## config.mk

```make
export PLATFORM = sky130hd
export DESIGN_NAME = numeric_literal_recognizer
export DESIGN_NICKNAME = d
export VERILOG_FILES = /design/src/nlr_pkg.sv /design/src/nlr_trk.sv /design/src/numeric_literal_recognizer.sv
export SDC_FILE = /design/constraint.sdc
export NUM_CORES = 1
export LEC_CHECK = 0
export BUFFER_PORTS_ARGS = -buffer_cell sky130_fd_sc_hd__buf_2
export CAP_MARGIN = 20
export CORE_MARGIN = 5
export CORE_UTILIZATION = 30
export DETAILED_ROUTE_END_ITERATION = 7
export PLACE_DENSITY = 0.44
export SYNTH_ARGS = -nofsm -noshare
export SYNTH_HDL_FRONTEND = slang
export SYNTH_SLANG_ARGS = --single-unit
```

## constraint.sdc

```tcl
create_clock -name clk -period 3.6 [get_ports clk]
set_input_delay 0.54 -clock clk [delete_from_list [all_inputs] [get_ports clk]]
set_output_delay 0.54 -clock clk [all_outputs]
set_load 0.01 [all_outputs]
```

## src/nlr_pkg.sv

```systemverilog
`default_nettype none

package nlr_pkg;

	localparam int CHAR_W = 8;
	localparam int MASK_W = 7;

	// Bytes that have a meaning to the recognizers.
	localparam logic [CHAR_W-1:0] CH_NUL    = 8'h00;
	localparam logic [CHAR_W-1:0] CH_DOLLAR = 8'h24;
	localparam logic [CHAR_W-1:0] CH_MINUS  = 8'h2D;
	localparam logic [CHAR_W-1:0] CH_POINT  = 8'h2E;
	localparam logic [CHAR_W-1:0] CH_ZERO   = 8'h30;
	localparam logic [CHAR_W-1:0] CH_NINE   = 8'h39;
	localparam logic [CHAR_W-1:0] CH_X      = 8'h78;
	localparam logic [CHAR_W-1:0] CH_O      = 8'h6F;
	localparam logic [CHAR_W-1:0] CH_B      = 8'h62;
	localparam logic [CHAR_W-1:0] CH_F      = 8'h66;
	localparam logic [CHAR_W-1:0] CH_LO_A   = 8'h61;
	localparam logic [CHAR_W-1:0] CH_UP_A   = 8'h41;
	localparam logic [CHAR_W-1:0] CH_UP_F   = 8'h46;

	// Bit positions in the form mask.
	localparam int MB_DEC    = 0;
	localparam int MB_FLOAT  = 1;
	localparam int MB_DOLLAR = 2;
	localparam int MB_FFLT   = 3;
	localparam int MB_BFFLT  = 4;
	localparam int MB_HEX0X  = 5;
	localparam int MB_OCTBIN = 6;

	// Dialect register codes.
	localparam logic DIALECT_ASM   = 1'b0;
	localparam logic DIALECT_PLAIN = 1'b1;

	// Byte position within the token, saturating once the two prefix bytes are in.
	localparam logic [1:0] POS_FIRST  = 2'd0;
	localparam logic [1:0] POS_SECOND = 2'd1;
	localparam logic [1:0] POS_BODY   = 2'd2;

	typedef struct packed {
		logic valid;
		logic empty;
		logic pending;
	} num_trk_t;

	typedef struct packed {
		logic valid;
		logic empty;
	} hex_trk_t;

	typedef struct packed {
		logic valid;
		logic empty;
		logic point;
		logic digit;
	} flt_trk_t;

	// What the top level hands the tracker block for one word.
	typedef struct packed {
		logic              fire;
		logic [CHAR_W-1:0] char_code;
	} trk_ctl_t;

	localparam num_trk_t NUM_RST = '{valid: 1'b1, empty: 1'b1, pending: 1'b0};
	localparam hex_trk_t HEX_RST = '{valid: 1'b1, empty: 1'b1};
	localparam flt_trk_t FLT_RST = '{valid: 1'b1, empty: 1'b1, point: 1'b0, digit: 1'b0};

	function automatic logic is_dec(input logic [CHAR_W-1:0] c);
		return (c >= CH_ZERO) && (c <= CH_NINE);
	endfunction

	function automatic logic is_hexd(input logic [CHAR_W-1:0] c);
		return is_dec(c) || ((c >= CH_LO_A) && (c <= CH_F)) ||
			((c >= CH_UP_A) && (c <= CH_UP_F));
	endfunction

	function automatic num_trk_t num_feed(input num_trk_t t, input logic [CHAR_W-1:0] c);
		num_trk_t r;
		r = t;
		if (t.valid) begin
			if (t.empty && (c == CH_MINUS)) begin
				r.pending = 1'b1;
			end else if (is_dec(c)) begin
				r.pending = 1'b0;
			end else begin
				r.valid = 1'b0;
			end
		end
		r.empty = 1'b0;
		return r;
	endfunction

	function automatic hex_trk_t hex_feed(input hex_trk_t t, input logic [CHAR_W-1:0] c);
		hex_trk_t r;
		r = t;
		if (t.valid && !(t.empty && (c == CH_MINUS)) && !is_hexd(c)) begin
			r.valid = 1'b0;
		end
		r.empty = 1'b0;
		return r;
	endfunction

	function automatic flt_trk_t flt_feed(input flt_trk_t t, input logic [CHAR_W-1:0] c);
		flt_trk_t r;
		r = t;
		if (t.valid) begin
			if (t.empty && (c == CH_MINUS)) begin
				r.valid = 1'b1;
			end else if (c == CH_POINT) begin
				if (t.point) begin
					r.valid = 1'b0;
				end
				r.point = 1'b1;
			end else if (is_dec(c)) begin
				r.digit = 1'b1;
			end else begin
				r.valid = 1'b0;
			end
		end
		r.empty = 1'b0;
		return r;
	endfunction

	function automatic logic num_ok(input num_trk_t t);
		return t.valid && !t.pending;
	endfunction

	function automatic logic flt_ok(input flt_trk_t t);
		return t.valid && t.digit;
	endfunction

endpackage

`default_nettype wire

```

## src/nlr_trk.sv

```systemverilog
`default_nettype none

module nlr_trk import nlr_pkg::*; (
	input  wire logic              clk,
	input  wire logic              arst_n,
	input  wire trk_ctl_t          ctl,
	input  wire logic              dialect,
	output logic      [MASK_W-1:0] mask
);

	logic [1:0]        pos_q;
	logic [CHAR_W-1:0] c0_q;
	logic [CHAR_W-1:0] c1_q;
	num_trk_t          num_q [2];
	hex_trk_t          hex_q [2];
	flt_trk_t          flt_q [3];
	logic              term;

	assign term = (ctl.char_code == CH_NUL);

	// Trackers for the token and for its suffixes from byte 1 and byte 2.
	always_ff @(posedge clk or negedge arst_n) begin
		if (!arst_n) begin
			pos_q <= POS_FIRST;
			c0_q  <= CH_NUL;
			c1_q  <= CH_NUL;
			for (int i = 0; i < 2; i++) begin
				num_q[i] <= NUM_RST;
				hex_q[i] <= HEX_RST;
			end
			for (int i = 0; i < 3; i++) begin
				flt_q[i] <= FLT_RST;
			end
		end else if (ctl.fire) begin
			if (term) begin
				pos_q <= POS_FIRST;
				c0_q  <= CH_NUL;
				c1_q  <= CH_NUL;
				for (int i = 0; i < 2; i++) begin
					num_q[i] <= NUM_RST;
					hex_q[i] <= HEX_RST;
				end
				for (int i = 0; i < 3; i++) begin
					flt_q[i] <= FLT_RST;
				end
			end else begin
				if (pos_q == POS_FIRST) begin
					c0_q <= ctl.char_code;
				end
				if (pos_q == POS_SECOND) begin
					c1_q <= ctl.char_code;
				end
				num_q[0] <= num_feed(num_q[0], ctl.char_code);
				flt_q[0] <= flt_feed(flt_q[0], ctl.char_code);
				if (pos_q != POS_FIRST) begin
					hex_q[0] <= hex_feed(hex_q[0], ctl.char_code);
					flt_q[1] <= flt_feed(flt_q[1], ctl.char_code);
				end
				if (pos_q == POS_BODY) begin
					num_q[1] <= num_feed(num_q[1], ctl.char_code);
					hex_q[1] <= hex_feed(hex_q[1], ctl.char_code);
					flt_q[2] <= flt_feed(flt_q[2], ctl.char_code);
				end else begin
					pos_q <= pos_q + 2'd1;
				end
			end
		end
	end

	always_comb begin
		mask = '0;
		mask[MB_DEC]    = num_ok(num_q[0]);
		mask[MB_FLOAT]  = (dialect == DIALECT_PLAIN) && flt_ok(flt_q[0]);
		mask[MB_DOLLAR] = (dialect == DIALECT_ASM) && (c0_q == CH_DOLLAR) && hex_q[0].valid;
		mask[MB_FFLT]   = (c0_q == CH_F) && flt_ok(flt_q[1]);
		mask[MB_BFFLT]  = (dialect == DIALECT_ASM) && (c0_q == CH_B) && (c1_q == CH_F) &&
			flt_ok(flt_q[2]);
		mask[MB_HEX0X]  = (c0_q == CH_ZERO) && (c1_q == CH_X) && hex_q[1].valid;
		mask[MB_OCTBIN] = (c0_q == CH_ZERO) && ((c1_q == CH_O) || (c1_q == CH_B)) &&
			num_ok(num_q[1]);
	end

endmodule

`default_nettype wire

```

## src/numeric_literal_recognizer.sv

```systemverilog
`default_nettype none

// Channel   Direction  Handshake            Payload
// input     in         in_valid / in_stall  char_code[7:0]
// result    out        out_valid/ out_stall is_immediate, form_mask[6:0]
// config    in         cfg_we               cfg_wdata (dialect)
//
// An accepted word sits in the input register until it advances; then it updates
// the trackers, and a terminating zero byte loads the result register at that same edge,
// so its result is offered once the terminator has left the input register.
// One word is accepted per cycle while the input is not stalled; the tracker update is the only state loop.
// Reset (arst_n low) clears the trackers, the dialect (assembler rules) and all valids.
// A stalled result holds the input register only when it carries a terminator;
// ordinary token bytes keep flowing into the trackers while a result waits.

module numeric_literal_recognizer import nlr_pkg::*; (
	input  wire logic              clk,
	input  wire logic              arst_n,
	input  wire logic              cfg_we,
	input  wire logic              cfg_wdata,
	input  wire logic              in_valid,
	output logic                   in_stall,
	input  wire logic [CHAR_W-1:0] char_code,
	output logic                   out_valid,
	input  wire logic              out_stall,
	output logic                   is_immediate,
	output logic      [MASK_W-1:0] form_mask
);

	logic              dialect_q;
	logic              valid_s1;
	logic [CHAR_W-1:0] char_s1;
	logic              out_valid_q;
	logic [MASK_W-1:0] mask_q;
	logic              term_s1;
	logic              adv_s1;
	logic              in_acc;
	trk_ctl_t          ctl;
	logic [MASK_W-1:0] mask;

	// Dialect register; write it only while no word is in flight (the block does not enforce this).
	always_ff @(posedge clk or negedge arst_n) begin
		if (!arst_n) begin
			dialect_q <= DIALECT_ASM;
		end else if (cfg_we) begin
			dialect_q <= cfg_wdata;
		end
	end

	// A terminator needs a free result register to move on; any other byte
	// only updates tracker bits and never waits.
	assign term_s1  = (char_s1 == CH_NUL);
	assign adv_s1   = valid_s1 && (!term_s1 || !out_valid_q || !out_stall);
	assign in_stall = valid_s1 && !adv_s1;
	assign in_acc   = in_valid && !in_stall;

	always_ff @(posedge clk or negedge arst_n) begin
		if (!arst_n) begin
			valid_s1 <= 1'b0;
		end else if (in_acc) begin
			valid_s1 <= 1'b1;
		end else if (adv_s1) begin
			valid_s1 <= 1'b0;
		end
	end

	always_ff @(posedge clk) begin
		if (in_acc) begin
			char_s1 <= char_code;
		end
	end

	assign ctl.fire      = adv_s1;
	assign ctl.char_code = char_s1;

	nlr_trk u_trk (
		.clk     (clk),
		.arst_n  (arst_n),
		.ctl     (ctl),
		.dialect (dialect_q),
		.mask    (mask)
	);

	// Result register: loaded when a terminator leaves the input register.
	always_ff @(posedge clk or negedge arst_n) begin
		if (!arst_n) begin
			out_valid_q <= 1'b0;
		end else if (adv_s1 && term_s1) begin
			out_valid_q <= 1'b1;
		end else if (!out_stall) begin
			out_valid_q <= 1'b0;
		end
	end

	always_ff @(posedge clk) begin
		if (adv_s1 && term_s1) begin
			mask_q <= mask;
		end
	end

	assign out_valid    = out_valid_q;
	assign form_mask    = mask_q;
	assign is_immediate = (mask_q != '0);

endmodule

`default_nettype wire

```

# After elaboration in Yosys (flattened, before gate mapping)
# Cells that the tools add are included.
totals:
  ff_bits: 58
  latch_bits: 0
  ramBits: 0
  mem_bits_ro: 0
  out_inout_bits: 10
  word_cells: 191
  memories: 0
op_classes:
  addsub: 1
  multipliers: 0
  n_div: 0
  magnitude_cmp: 6
  n_eq_ne: 18
  shift: 0
  muxes: 51
  bitwise: 1
  reduce_logical: 84
ops:
  columns: ["cell", "n"]
  rows:
  - ["equality test 8 x 7 -> 1 bit (second input constant)", 6]
  - ["logical AND 1 bit", 34]
  - ["equality test 8 x 6 -> 1 bit (second input constant)", 4]
  - ["two-way mux 8 bit", 4]
  - ["two-way mux 1 bit", 31]
  - ["nonzero test 2 bit", 15]
  - ["two-way mux 2 bit", 10]
  - [">= comparator 8 x 7 -> 1 bit (second input constant)", 2]
  - ["less-or-equal comparator 8 x 7 -> 1 bit (second input constant)", 2]
  - ["AND reduction 5 bit", 3]
  - ["two-way mux 12 bit", 1]
  - ["two-way mux 4 bit", 3]
  - ["AND reduction 6 bit", 2]
  - ["logical NOT 1 bit", 10]
  - ["!= test 2 bit (second input constant)", 5]
  - ["AND reduction 2 bit", 5]
  - ["AND reduction 3 bit", 3]
  - [">= comparator 8 x 6 -> 1 bit (second input constant)", 1]
  - ["less-or-equal comparator 8 x 6 -> 1 bit (second input constant)", 1]
  - ["logical NOT 8 bit", 1]
  - ["AND reduction 4 bit", 2]
  - ["nonzero test 7 bit", 1]
  - ["two-way mux 6 bit", 1]
  - ["nonzero test 3 bit", 2]
  - ["8 further kinds", 12]

# Longest topological paths before layout
depth:
  depth_word: 10
  mapped_depth: 6

# By module
# From an unflattened synthesis, not the netlist that was laid out.
unflattened:
  cells_unflattened: 197
  hier_area_um2: 2534.9
by_module_without_submodules:
  columns: ["module", "instances", "cells_per_inst", "area_per_inst_um2"]
  rows:
  - ["nlr_trk", 1, 161, 1890.6]
  - ["numeric_literal_recognizer", 1, 36, 644.4]

# Worst setup path after synthesis
# OpenSTA, ideal clock, no wires.
synth_path:
  path_type: "flip-flop to flip-flop"
  startpoint: "register char_s1[7]"
  endpoint: "register mask_q[0], in the netlist form_mask[0], enable pin"
  setup_time_ns: 0.374
  arrival_time_ns: 1.695
  slack_ns: 1.530
  stages_incl_launch_ff: 5
  path_buffers: 1
  period_less_slack_ns: 2.070
  path_cell_list: "edfxtp_1 -> nor4_1 -> nand4_1 -> clkinv_1 -> clkbuf_1"
synth_via:
  elab_chain_len: 6
synth_lines:
  columns: ["item", "line_no", "source"]
  rows:
  - ["start, declared", "numeric_literal_recognizer.sv:32", "logic [CHAR_W-1:0] char_s1;"]
  - ["start signal, assigned", "numeric_literal_recognizer.sv:69", "char_s1 <= char_code;"]
  - ["logical NOT 8 bit *", "numeric_literal_recognizer.sv:52", "assign term_s1 = (char_s1 == CH_NUL);"]
  - ["logical NOT 1 bit", "numeric_literal_recognizer.sv:53", "assign adv_s1 = valid_s1 && (!term_s1 || !out_valid_q || !out_stall);"]
  - ["logical OR 1 bit (2 in series)", "numeric_literal_recognizer.sv:53", null]
  - ["logical AND 1 bit", "numeric_literal_recognizer.sv:53", null]
  - ["logical AND 1 bit *", "numeric_literal_recognizer.sv:96", "if (adv_s1 && term_s1) begin"]
  - ["end signal, assigned", "numeric_literal_recognizer.sv:97", "mask_q <= mask;"]
  - ["end, declared", "numeric_literal_recognizer.sv:34", "logic [MASK_W-1:0] mask_q;"]
# Mark *: on every way between the ends. The rest lies on a longest branch, timed or not.
# A chain may end at the register's enable or synchronous reset.

# Worst setup path after layout
layout_path:
  startpoint: "register char_s1[6]"
  endpoint: "output port in_stall"
layout_via:
  elab_chain_len: 7
layout_lines:
  columns: ["item", "line_no", "source"]
  rows:
  - ["logical NOT 8 bit", "numeric_literal_recognizer.sv:52", null]
  - ["logical NOT 1 bit", "numeric_literal_recognizer.sv:53", null]
  - ["logical OR 1 bit (2 in series)", "numeric_literal_recognizer.sv:53", null]
  - ["logical AND 1 bit", "numeric_literal_recognizer.sv:53", null]
  - ["logical NOT 1 bit", "numeric_literal_recognizer.sv:54", "assign in_stall = valid_s1 && !adv_s1;"]
  - ["logical AND 1 bit", "numeric_literal_recognizer.sv:54", null]
  - ["end, declared", "numeric_literal_recognizer.sv:22", "output logic in_stall,"]
# Every way passes these cells.

==> flow_summary.yaml <==
drt:
  firstDrtPassIters: 4
  dr_total_vias: 1644
  wl_per_cell_um: 16.7
  viasPerCell: 5.01
  drc: 0
  ant_nets: 0
  drtIter0Drc: 57
  drt_wl_total_mm: 5.48
power_and_ir_drop:
  powerDensity_nw_per_um2: 600
  peakVddDrop_mv: 0.317
  p_leak_uw: 0.00113
synth:
  synth_seq_cells: 54
  yosysTopAreaCell: "dfrtp_1"
  syn_inst: 196
  synth_fa_ha_area_frac: 0.0152
  ys.flop_type: "dfrtp_1"
  synth.distinct_cells: 45
  synthArstFlopShare: 0.722
  synth_common_cells: "29 x dfrtp_1, 16 x mux2_4, 15 x edfxtp_1, 15 x nand2_1"
  synth_top_family_by_area: "simple AND/OR/NAND/NOR gates"
  avgSynthCellArea_um2: 12.6
  synth_top_area_share: 0.294
  synth-edff-count: 15
  synth-xor-area-share: 0
  yosysMostFrequentCell: "dfrtp_1"
  synth-simple-area-share: 0.177
  muxShareOfSynthArea: 0.102
  yosysWarnings: 0
  syn_area_um2: 2460
  syn_nets: 213
  synth_compound_area_frac: 0.0949
  yosysSeqAreaShare: 0.584
  synthTopCellsByArea: "dfrtp_1 29%, edfxtp_1 18%, dfstp_2 11%, mux2_4 9.7%, nand2_1 2.3%"
sta:
  slew_headroom: 0.398
  worst_pin_slew_ns: 0.903
  hold_violations: 0
  slew_violations: 0
  fin_skew_ns: 0.00522
  tns_ns: 0
  min_period_over_period: 0.742
  fin_crit_ns: 2.67
  fmax_mhz: 375
  finalWorstSetupSlack_ns: 0.930
  setup_viol: 0
  rsz0062_at_grt: "no"
hold_path:
  holdCritPathClass: "in -> async"
cts:
  clkTransAtPathRegs_ns: 0.10
  clockBufferDepth: 2
  cts_tree: "done"
  htreeDepth: 2
  cts_buffers: 5
  cts_resized: 0
  clock_sinks: 54
  clk_latency_ns: 0.31
  cts_setup_buffers: 0
  cts_hold_buf: 0
  root_buffer: "clkbuf_8"
grt:
  grt_pass1_vias: 1667
  grt_max_degree: 40
  overflow: 0
  grt_pass1_wl_mm: 9.02
  antenna_found_initial: 0
  grt_usage: 0.116
die:
  dieArea_um2: 10100
  coreArea_um2: 8090
  dieWidth_um: 101
  start_util: 0.305
  ios: 24
  die_h_um: 101
  rows: 33
final_layout:
  final_cell_area_um2: 2790
  drive_above_1_share: 0.274
  nNetsFinal: 239
  area_growth_pct: 13.0
  n_antenna_cell: 0
placement:
  placed_cell_area_um2: 2680
  place_ws_ns: 1.22
  dpl.hpwl_mm: 3.97
  gp_congestion: 0.760
  port_buffers: 23
job:
  max_cap_violations: 0
critical_path:
  cp_max_fo: 8
  worstSetupEndpointType: "output port"
  cp.required_ns: 3.06
  cp_cell_sequence: "or4_4 -> nor2_1 -> nand4_1 -> inv_1 -> buf_2"
  worst-endpoint-arrival_ns: 2.13
  path_class: "reg -> out"
  cp-start-kind: "register"
  cp_slowest_cell: "or4_4"
  critPathMaxStageDelay_ns: 0.59
run_status:
  status: "finished clean"
==> per-layer routing <==
layer / vias to the layer above / global-route usage / share of wire
li1: 790 / - / -
met1: 812 / 0.167 / 0.51
met2: 36 / 0.168 / 0.44
met3: 6 / 0.0353 / 0.043
met4: 0 / 0.0332 / 0.011
met5: - / 0 / 0
==> worst paths after layout <==
kind	slack, ns	endpoint	start	cells after the start
setup reg to reg	1.17	u_trk.c1_q[5]	char_s1[6]	4
max in group asynchronous	2.69	out_valid	arst_n	1
min in group clk	0.40	char_s1[3]	char_code[3]	1
setup / recovery	0.93	in_stall	char_s1[6]	5
hold reg to reg	0.48	u_trk.flt_q[10]	u_trk.flt_q[10]	2
hold / removal	0.34	u_trk.c0_q[7]	arst_n	1
==> state kept, by name, summed over array words and instances (netlist names) <==
name / flops
u_trk.flt_q: 12
char_s1: 8
u_trk.c0_q: 8
u_trk.c1_q: 8
form_mask: 7
u_trk.num_q: 4
u_trk.hex_q: 2
u_trk.pos_q: 2
dialect_q: 1
out_valid: 1
valid_s1: 1
==> power breakdown <==
group / switching [uW] / internal (uW)
sequential: 122 / 757
clock: 201 / 208
combinational: 156 / 229
total: 478 / 1190
==> layout make-up <==
type | count | area [um2]
fillers | 851 | 5310
flip-flops and latches | 54 | 1440
multi-input cells | 130 | 958
well taps | 105 | 131
repair buffers | 24 | 123
clock buffers | 6 | 72.6
clock inverters | 2 | 36.3
inverters | 7 | 26.3
==> cells in the final DEF (no fill, tap or decap), drive strengths merged, types with 2 or more instances in the layout <==
cell type | netlist | layout
dfrtp | 29 | 29
buf | 3 | 24
mux2 | 17 | 17
nand2 | 15 | 15
edfxtp | 15 | 15
nor2 | 10 | 10
dfstp | 10 | 10
nand3 | 9 | 9
a31oi | 7 | 7
inv | 6 | 7
nor3 | 6 | 6
clkbuf | 2 | 6
nor4 | 5 | 5
o21ai | 5 | 5
nand4 | 4 | 4
nor2b | 4 | 4
nor4b | 4 | 4
a21o | 4 | 4
and2 | 3 | 3
or3 | 3 | 3
a21oi | 3 | 3
ha | 3 | 3
and3 | 2 | 2
nand2b | 2 | 2
and4b | 2 | 2
o31ai | 2 | 2
a221o | 2 | 2
o21a | 2 | 2
o22ai | 2 | 2
or4 | 2 | 2
==> worst max-delay path: cells and delay by family, from the launching register on <==
family / cells / cell delay, ns
AND/OR/NAND/NOR: 3 / 1.10
flip-flops: 1 / 0.54
buffers and inverters: 2 / 0.20
==> cell families (layout without fill, tap and decap cells) <==
group,Yosys count,count (layout)
buffers and inverters,12,39
AOI/OAI and AO/OA,34,34
muxes,17,17
DFF,54,54
adders and majority gates,3,3
and+or+nand+nor,76,76
==> per-stage QoR <==
step / hold WS [ns] / power [uW] / std cells / utilization
after global routing: 0.382 / 1770 / 328 / 0.344
final: 0.340 / 1670 / 328 / 0.344
after floorplan: 0.244 / 1180 / 196 / -
after CTS: 0.384 / 1690 / 328 / 0.344
after detailed placement: 0.470 / 1280 / 320 / 0.331
after global placement: 0.468 / 1270 / 320 / 0.331
(Power assumes the default switching activity.)
